`src/rtl/rde_pkg.sv`:
```
// Shared definitions for the radix digit emitter: defaults, symbol codes,
// register map and the configuration bundle. No dependencies.
`default_nettype none
package rde_pkg;

  localparam int MAX_BASE_DEF   = 16;
  localparam int VALUE_BITS_DEF = 32;

  localparam logic [7:0] SYM_MINUS = 8'h2D;
  localparam logic [7:0] SYM_PLUS  = 8'h2B;
  localparam logic [7:0] SYM_NUL   = 8'h00;

  // Register map: 64-bit registers at byte address 8*index.
  localparam int CFG_ADDR_W = 5;
  localparam logic [1:0] REG_BASE_LENGTH  = 2'd0;
  localparam logic [1:0] REG_ALPHABET_LOW = 2'd1;
  localparam logic [1:0] REG_ALPHABET_HI  = 2'd2;

  localparam int GLYPHS = 16;

  typedef struct packed {
    logic [4:0]             radix;
    logic [GLYPHS-1:0][7:0] glyphs;
  } alpha_cfg_t;

endpackage
`default_nettype wire

```
`src/rtl/rde_front.sv`:
```
// Front end: checks the alphabet and splits each value into sign and magnitude.
// Depends on rde_pkg.
`default_nettype none
module rde_front
  import rde_pkg::*;
#(
  parameter int MAX_BASE   = MAX_BASE_DEF,
  parameter int VALUE_BITS = VALUE_BITS_DEF
) (
  input  wire logic                         start,
  input  wire logic signed [VALUE_BITS-1:0] value,
  input  wire alpha_cfg_t                   cfg,
  input  wire logic                         queue_full,
  output logic                              busy,
  output logic                              push,
  output logic                              push_neg,
  output logic [VALUE_BITS-1:0]             push_mag
);

  logic                  alpha_ok;
  logic [VALUE_BITS-1:0] raw;

  // The alphabet is usable when the radix is in range and every used glyph
  // is unique and none of NUL, minus or plus.
  always_comb begin
    alpha_ok = (cfg.radix >= 5'd2) && (cfg.radix <= 5'(MAX_BASE));
    for (int i = 0; i < GLYPHS; i++) begin
      if (5'(i) < cfg.radix) begin
        if (cfg.glyphs[i] == SYM_NUL || cfg.glyphs[i] == SYM_MINUS ||
            cfg.glyphs[i] == SYM_PLUS) begin
          alpha_ok = 1'b0;
        end
        for (int j = i + 1; j < GLYPHS; j++) begin
          if (5'(j) < cfg.radix && cfg.glyphs[j] == cfg.glyphs[i]) begin
            alpha_ok = 1'b0;
          end
        end
      end
    end
  end

  // The two's complement negation of the most negative value is itself,
  // which read as unsigned is exactly its magnitude.
  assign raw      = $unsigned(value);
  assign push_neg = raw[VALUE_BITS-1];
  assign push_mag = push_neg ? ((~raw) + VALUE_BITS'(1)) : raw;

  assign busy = queue_full;
  // Words taken while the alphabet is invalid produce nothing and are dropped.
  assign push = start && !queue_full && alpha_ok;

endmodule
`default_nettype wire

```
`src/rtl/rde_queue.sv`:
```
// Two-entry queue that carries sign and magnitude from the front to the back.
// Does not depend on rde_pkg; it is width generic.
`default_nettype none
module rde_queue #(
  parameter int WIDTH = 33
) (
  input  wire logic             clk,
  input  wire logic             rst,
  input  wire logic             push,
  input  wire logic [WIDTH-1:0] push_data,
  input  wire logic             pop,
  output logic                  full,
  output logic                  valid,
  output logic [WIDTH-1:0]      head
);

  logic [1:0][WIDTH-1:0] slots;
  logic                  wr_ptr;
  logic                  rd_ptr;
  logic [1:0]            count;

  always_ff @(posedge clk) begin
    if (rst) begin
      wr_ptr <= 1'b0;
      rd_ptr <= 1'b0;
      count  <= 2'd0;
    end else begin
      if (push) begin
        wr_ptr <= !wr_ptr;
      end
      if (pop) begin
        rd_ptr <= !rd_ptr;
      end
      count <= count + 2'(push) - 2'(pop);
    end
  end

  always_ff @(posedge clk) begin
    if (push) begin
      slots[wr_ptr] <= push_data;
    end
  end

  assign full  = (count == 2'd2);
  assign valid = (count != 2'd0);
  assign head  = slots[rd_ptr];

endmodule
`default_nettype wire

```
`src/rtl/rde_back.sv`:
```
// Back end: long division by the radix eight bits a cycle, a digit stack,
// and the character emitter. Depends on rde_pkg.
`default_nettype none
module rde_back
  import rde_pkg::*;
#(
  parameter int MAX_BASE   = MAX_BASE_DEF,
  parameter int VALUE_BITS = VALUE_BITS_DEF
) (
  input  wire logic                  clk,
  input  wire logic                  rst,
  input  wire alpha_cfg_t            cfg,
  input  wire logic                  q_valid,
  input  wire logic                  q_neg,
  input  wire logic [VALUE_BITS-1:0] q_mag,
  output logic                       pop,
  output logic                       strobe,
  output logic [7:0]                 symbol,
  output logic                       last
);

  localparam int STEP_BITS = 8;
  localparam int CHUNKS    = (VALUE_BITS + STEP_BITS - 1) / STEP_BITS;
  localparam int PAD_W     = CHUNKS * STEP_BITS;
  localparam int CNT_W     = (CHUNKS > 1) ? $clog2(CHUNKS) : 1;
  localparam int DIGIT_W   = $clog2(MAX_BASE);
  localparam int REM_W     = DIGIT_W + 1;
  localparam int ND_W      = $clog2(VALUE_BITS + 1);
  localparam int IDX_W     = $clog2(VALUE_BITS);

  typedef enum logic [3:0] {
    S_IDLE = 4'b0001,
    S_DIV  = 4'b0010,
    S_SIGN = 4'b0100,
    S_EMIT = 4'b1000
  } state_t;

  state_t                             state;
  logic [CNT_W-1:0]                   chunk;
  logic [REM_W-1:0]                   rem;
  logic [PAD_W-1:0]                   work;
  logic [ND_W-1:0]                    nd;
  logic                               neg;
  logic [VALUE_BITS-1:0][DIGIT_W-1:0] digits;

  logic [REM_W-1:0] rem_next;
  logic [PAD_W-1:0] work_next;
  logic [REM_W-1:0] radix_w;
  logic [ND_W-1:0]  nd_m1;
  logic [3:0]       glyph_idx;
  logic             last_chunk;

  assign radix_w    = REM_W'(cfg.radix);
  assign last_chunk = (chunk == CNT_W'(CHUNKS - 1));
  assign nd_m1      = nd - ND_W'(1);
  assign glyph_idx  = 4'(digits[nd_m1[IDX_W-1:0]]);

  // One slice of restoring division: each step brings down the next dividend
  // bit and shifts the quotient bit into the bottom of the same register.
  always_comb begin
    rem_next  = rem;
    work_next = work;
    for (int k = 0; k < STEP_BITS; k++) begin
      rem_next  = {rem_next[REM_W-2:0], work_next[PAD_W-1]};
      work_next = {work_next[PAD_W-2:0], 1'b0};
      if (rem_next >= radix_w) begin
        rem_next     = rem_next - radix_w;
        work_next[0] = 1'b1;
      end
    end
  end

  assign pop = (state == S_IDLE) && q_valid;

  always_ff @(posedge clk) begin
    if (rst) begin
      state  <= S_IDLE;
      chunk  <= '0;
      nd     <= '0;
      strobe <= 1'b0;
      last   <= 1'b0;
    end else begin
      strobe <= 1'b0;
      last   <= 1'b0;
      unique case (state)
        S_IDLE: begin
          if (q_valid) begin
            work  <= PAD_W'(q_mag);
            neg   <= q_neg;
            rem   <= '0;
            chunk <= '0;
            nd    <= '0;
            state <= S_DIV;
          end
        end
        S_DIV: begin
          work <= work_next;
          if (last_chunk) begin
            digits[nd[IDX_W-1:0]] <= rem_next[DIGIT_W-1:0];
            nd    <= nd + ND_W'(1);
            rem   <= '0;
            chunk <= '0;
            if (work_next == '0) begin
              state <= neg ? S_SIGN : S_EMIT;
            end
          end else begin
            rem   <= rem_next;
            chunk <= chunk + CNT_W'(1);
          end
        end
        S_SIGN: begin
          strobe <= 1'b1;
          symbol <= SYM_MINUS;
          last   <= 1'b0;
          state  <= S_EMIT;
        end
        S_EMIT: begin
          strobe <= 1'b1;
          symbol <= cfg.glyphs[glyph_idx];
          last   <= (nd == ND_W'(1));
          nd     <= nd_m1;
          if (nd == ND_W'(1)) begin
            state <= S_IDLE;
          end
        end
        default: begin
          state <= S_IDLE;
        end
      endcase
    end
  end

  // Characters of one value leave on consecutive cycles.
  a_no_gap : assert property (@(posedge clk) disable iff (rst)
    strobe && !last |=> strobe)
    else $error("gap inside a character run");

  a_last_marked : assert property (@(posedge clk) disable iff (rst)
    last |-> strobe)
    else $error("last flag without a character");

  a_stack_nonempty : assert property (@(posedge clk) disable iff (rst)
    state == S_EMIT |-> (nd != '0 && nd <= ND_W'(VALUE_BITS)))
    else $error("digit stack out of range while emitting");

  a_pop_idle : assert property (@(posedge clk) disable iff (rst)
    pop |=> state == S_DIV)
    else $error("value popped without starting a division");

endmodule
`default_nettype wire

```
`src/rtl/radix_digit_emitter.sv`:
```
// Radix digit emitter top level: APB register file, front end, queue, back end.
// Sequence: after a value is loaded, each digit is found by dividing the whole
// magnitude by the radix, then an optional minus sign and the digits are emitted.
// Occupancy: one value at a time in the divider, which takes a new value only
// when idle after the last digit of the previous one; the queue holds two more.
// Reset: synchronous, clears control state and the configuration registers to 0 (invalid).
`default_nettype none
module radix_digit_emitter
  import rde_pkg::*;
#(
  parameter int MAX_BASE   = MAX_BASE_DEF,
  parameter int VALUE_BITS = VALUE_BITS_DEF
) (
  input  wire logic                         clk,
  input  wire logic                         rst,
  // Command side: a word is taken when start is high and busy is low.
  input  wire logic                         start,
  input  wire logic signed [VALUE_BITS-1:0] value,
  output logic                              busy,
  // Result side: one character per strobe; the receiver cannot stall.
  output logic                              strobe,
  output logic [7:0]                        symbol,
  output logic                              last,
  // Configuration port.
  input  wire logic                         psel,
  input  wire logic                         penable,
  input  wire logic                         pwrite,
  input  wire logic [CFG_ADDR_W-1:0]        paddr,
  input  wire logic [63:0]                  pwdata,
  output logic [63:0]                       prdata,
  output logic                              pready
);

  // Register file. The radix keeps only the low five bits written to it.
  logic [4:0]  base_length;
  logic [63:0] alphabet_low;
  logic [63:0] alphabet_high;
  logic [1:0]  reg_sel;
  logic        cfg_write;

  alpha_cfg_t cfg;

  logic                  queue_full;
  logic                  push;
  logic                  push_neg;
  logic [VALUE_BITS-1:0] push_mag;
  logic                  pop;
  logic                  q_valid;
  logic [VALUE_BITS:0]   q_head;

  assign pready    = 1'b1;
  assign reg_sel   = paddr[4:3];
  assign cfg_write = psel && penable && pwrite && pready;

  // A write to the unused fourth slot is ignored.
  always_ff @(posedge clk) begin
    if (rst) begin
      base_length   <= '0;
      alphabet_low  <= '0;
      alphabet_high <= '0;
    end else if (cfg_write) begin
      unique case (reg_sel)
        REG_BASE_LENGTH:  base_length   <= pwdata[4:0];
        REG_ALPHABET_LOW: alphabet_low  <= pwdata;
        REG_ALPHABET_HI:  alphabet_high <= pwdata;
        default:          ;
      endcase
    end
  end

  always_comb begin
    unique case (reg_sel)
      REG_BASE_LENGTH:  prdata = 64'(base_length);
      REG_ALPHABET_LOW: prdata = alphabet_low;
      REG_ALPHABET_HI:  prdata = alphabet_high;
      default:          prdata = '0;
    endcase
  end

  // Glyph i sits in byte i of the 128-bit alphabet, low register first.
  assign cfg.radix  = base_length;
  assign cfg.glyphs = {alphabet_high, alphabet_low};

  // The front end checks the alphabet and forms sign and magnitude in the
  // cycle a word is taken; words seen with an invalid alphabet are dropped.
  rde_front #(
    .MAX_BASE   (MAX_BASE),
    .VALUE_BITS (VALUE_BITS)
  ) u_front (
    .start      (start),
    .value      (value),
    .cfg        (cfg),
    .queue_full (queue_full),
    .busy       (busy),
    .push       (push),
    .push_neg   (push_neg),
    .push_mag   (push_mag)
  );

  // The queue lets new words arrive while the back end is still dividing.
  rde_queue #(
    .WIDTH (VALUE_BITS + 1)
  ) u_queue (
    .clk       (clk),
    .rst       (rst),
    .push      (push),
    .push_data ({push_neg, push_mag}),
    .pop       (pop),
    .full      (queue_full),
    .valid     (q_valid),
    .head      (q_head)
  );

  // The back end divides by the radix until the quotient is zero, stacking
  // digits least significant first, then plays them out most significant
  // first after an optional minus sign.
  rde_back #(
    .MAX_BASE   (MAX_BASE),
    .VALUE_BITS (VALUE_BITS)
  ) u_back (
    .clk     (clk),
    .rst     (rst),
    .cfg     (cfg),
    .q_valid (q_valid),
    .q_neg   (q_head[VALUE_BITS]),
    .q_mag   (q_head[VALUE_BITS-1:0]),
    .pop     (pop),
    .strobe  (strobe),
    .symbol  (symbol),
    .last    (last)
  );

endmodule
`default_nettype wire
```
`config.mk`:
```
export PLATFORM = sky130hd
export DESIGN_NAME = radix_digit_emitter
export DESIGN_NICKNAME = d
export VERILOG_FILES = /design/src/rtl/rde_pkg.sv /design/src/rtl/rde_front.sv /design/src/rtl/rde_queue.sv /design/src/rtl/rde_back.sv /design/src/rtl/radix_digit_emitter.sv
export SDC_FILE = /design/constraint.sdc
export NUM_CORES = 2
export LEC_CHECK = 0
export ABC_CLOCK_PERIOD_IN_PS = 15300
export BUFFER_PORTS_ARGS = -buffer_cell sky130_fd_sc_hd__buf_2
export CORE_MARGIN = 3
export CORE_UTILIZATION = 45
export DETAILED_ROUTE_END_ITERATION = 8
export PLACE_DENSITY_LB_ADDON = 0.15
export SYNTH_ARGS = -nofsm -noshare
export SYNTH_HDL_FRONTEND = slang
export SYNTH_HIERARCHICAL = 1
export SYNTH_SLANG_ARGS = --single-unit
```
`constraint.sdc`:
```
create_clock -name clk -period 15.3 [get_ports clk]
set_input_delay 1.53 -clock clk [delete_from_list [all_inputs] [get_ports clk]]
set_output_delay 1.53 -clock clk [all_outputs]
set_load 0.01 [all_outputs]
```
==> metrics.txt <==
layout cells sized above 1=0.148; most common cell after layout, fill and taps aside=xnor2_1; Rows=99; Final min period=14180 ps; vias in the first global route=around 28000; largest net degree at the start of global routing=140; port bufs=between 150 and 200; initial drt markers=around 3800; hold path depth=2; r2r startpoint=base_length[2]; Core Footprint=0.0733 mm^2; Synthesis Warnings=6; status=completed; GPL Wtd Cong=1.01; Crit path required time=~16000 ps; ANT nets after route=0; P&R area growth vs syn=8.70%; Slew @ Worst Pin=1130 ps; clock sinks=390; total CTS buffers=45; final wirelength=131000 um; setup TNS=0 ps; MaxCap Viol Count=0; CP max-delay cell=dfxtp_1; syn avg cell area=about 9.5 um^2; Yosys reg bits=between 300 and 400; crit path buf inv count=4; die width=around 280 um; HPWL after DPL=84800 um; Most used DFF post-synth=edfxtp_1; WL/cell=roughly 29 um; Max Clk Rate=between 70 and 80 MHz; Post-Syn Nets=around 3700; CTS tree=done; largest area contributor in the netlist=edfxtp_1; drt pass-1 iters=9; ranking of synthesized cells by area=edfxtp_1, xnor2_1, xor2_1; Via density=roughly 6.4; full die area=0.0776 mm^2; Initial Util=0.456; Max Clock Skew=approximately 30 ps; min-delay src=alphabet_low[1]; CP arrival=around 15000 ps; Worst path top cell family by delay=compound AO/OA/AOI/OAI gates; Final Hold Viols=0; H-Tree Depth=2; Finish-stage setup viols=0; Top cell by count, worst path=a21o_1; initial antenna violation count=6; critical path peak fanout=33; CP endpoint kind=flip-flop; die height=279 um; root buf cell=clkbuf_16; kind of critical path=flip-flop to flip-flop; Vias=28746; GR Util All Layers=0.326; setup ws final=1120 ps; Final Net Count=3680; clk slew on worst S/H paths=60 ps; FF-to-FF End=u_back/rem[1]; post-synth top area share=0.215; clock buffer depth=3; Hold EP=alphabet_low[1]; Reg2Reg Setup Slack=1120 ps; Slew headroom=0.244; Slew Limit Fails=0; Post-synth EDFFs=about 240; FFs w/ async S/R, synth=0; slowest stage delay, CP=roughly 700 ps; Startpoint Class=flip-flop; Fin Hold WS=476 ps; Cell variety after synth=92; synthesized cell area=0.0334 mm^2; Place WS=785 ps; HP Class=flip-flop to flip-flop; cell depth of the worst setup path=52; first-pass GRT wire length=190000 um; Syn Inst Count=3515; RSZ-0062 raised after global routing=no; commonest cells after routing, fill and taps aside=xnor2_1, xor2_1, edfxtp_1, nand2b_1, mux2i_1; Clk Latency, worst-skew pair=610 ps; gr ovfl total=0; num ports=approximately 180; Final period util=0.927; sequential share of the synthesized area=0.305; # DRC=0; Post-CTS Setup Bufs=0; R2R cell count=52
==> registers in the layout, summed over array words and instances (netlist names) <==
signal,flops
base_length,5
u_back/strobe,1
u_back/work,32
u_queue/count,2
u_back/state,4
u_back/chunk,2
u_queue/slots,66
u_back/symbol,8
u_back/neg,1
u_back/last,1
alphabet_low,64
u_back/nd,6
u_back/digits,128
u_queue/rd_ptr,1
u_queue/wr_ptr,1
u_back/rem,4
alphabet_high,64
==> cell usage after synthesis (4+ instances only) <==
library cell  count
or4_1            16
and2_1            9
ha_1             49
nand4_1         154
nor2_1           92
o31ai_1          15
buf_6            12
nor2b_1           7
a21oi_1          48
a31oi_1          29
a22o_1           60
dfxtp_1         151
a211oi_1         10
o2111ai_1         5
clkbuf_1        159
xor2_1          457
mux2_4           29
fa_1              8
nand2_1         168
xnor2_1         571
o22a_1            7
a2111oi_0         7
a22oi_1           6
nand3_1          59
nor4_1          126
a41oi_1           4
buf_12            8
or3_1            10
buf_4            14
mux4_2           33
buf_2           162
buf_1            22
mux2i_1         208
o21ai_0          46
edfxtp_1        239
or2_2             6
inv_1            44
o22ai_1          20
a21o_1           37
mux2_2           16
nor3_1          100
o41ai_1           5
and3_1            5
nand2b_1        212
==> through the flow <==
step / std cells / instance area [um^2] / utilization
floorplan: 3515 / 33400 / -
global placement: 4428 / 34800 / 0.475
detailed placement: 4428 / 34800 / 0.475
CTS: 4510 / 36300 / 0.495
global route: 4510 / 36300 / 0.496
finish: 4512 / 36300 / 0.496
==> routing by layer <==
layer / vias to the layer above / track usage / wire length (um)
li1: 12247 / - / -
met1: 13958 / 0.420 / 51100
met2: 1943 / 0.482 / 55600
met3: 592 / 0.0849 / 15100
met4: 6 / 0.214 / 9740
met5: - / 0 / 37
==> logic make-up after synthesis <==
family	after synthesis	synth area share
muxes	287	0.103
AOI/OAI and AO/OA	333	0.0715
xor gates and xnor gates	1031	0.271
adders and majority gates	57	0.0231
DFF	390	0.305
and+or+nand+nor	993	0.164
other	1	0.000112
buffers and inverters	423	0.0620
==> what timing repair did <==
item	in CTS	in global routing
hold buffers	0	0
resized for setup	0	2
setup endpoints to repair	0	130
==> layout make-up <==
type | instances | area, um^2
Antenna cell | 2 | 5.00
Clock buffer | 52 | 1170
Clock inverter | 30 | 322
Fill cell | 6892 | 37000
Inverter | 45 | 169
Multi-Input combinational cell | 2702 | 21200
Sequential cell | 390 | 10200
Tap cell | 959 | 1200
Timing Repair Buffer | 332 | 2050
==> worst max path at each step <==
stage                   start          endpoint
3_5_place_dp   base_length[2]     u_back/rem[1]
4_1_cts        base_length[2]     u_back/rem[1]
6_report       base_length[2]     u_back/rem[1]
3_3_place_gp   base_length[2]     u_back/rem[1]
5_1_grt        base_length[2]     u_back/rem[1]
2_1_floorplan  base_length[1]  u_back/digits[0]
==> worst reg2reg max path: cells and delay by family, from the launching register on <==
family	cells	cell delay [ps]
and+or+nand+nor	5	1100
DFF	1	700
buffers and inverters	4	620
adders and majority gates	8	2350
AOI/OAI and AO/OA	30	6940
muxes	5	2220
Power is left out: the tool's default activity adds up to more than one toggle a clock period on the data nets, which glitch-free logic cannot reach.
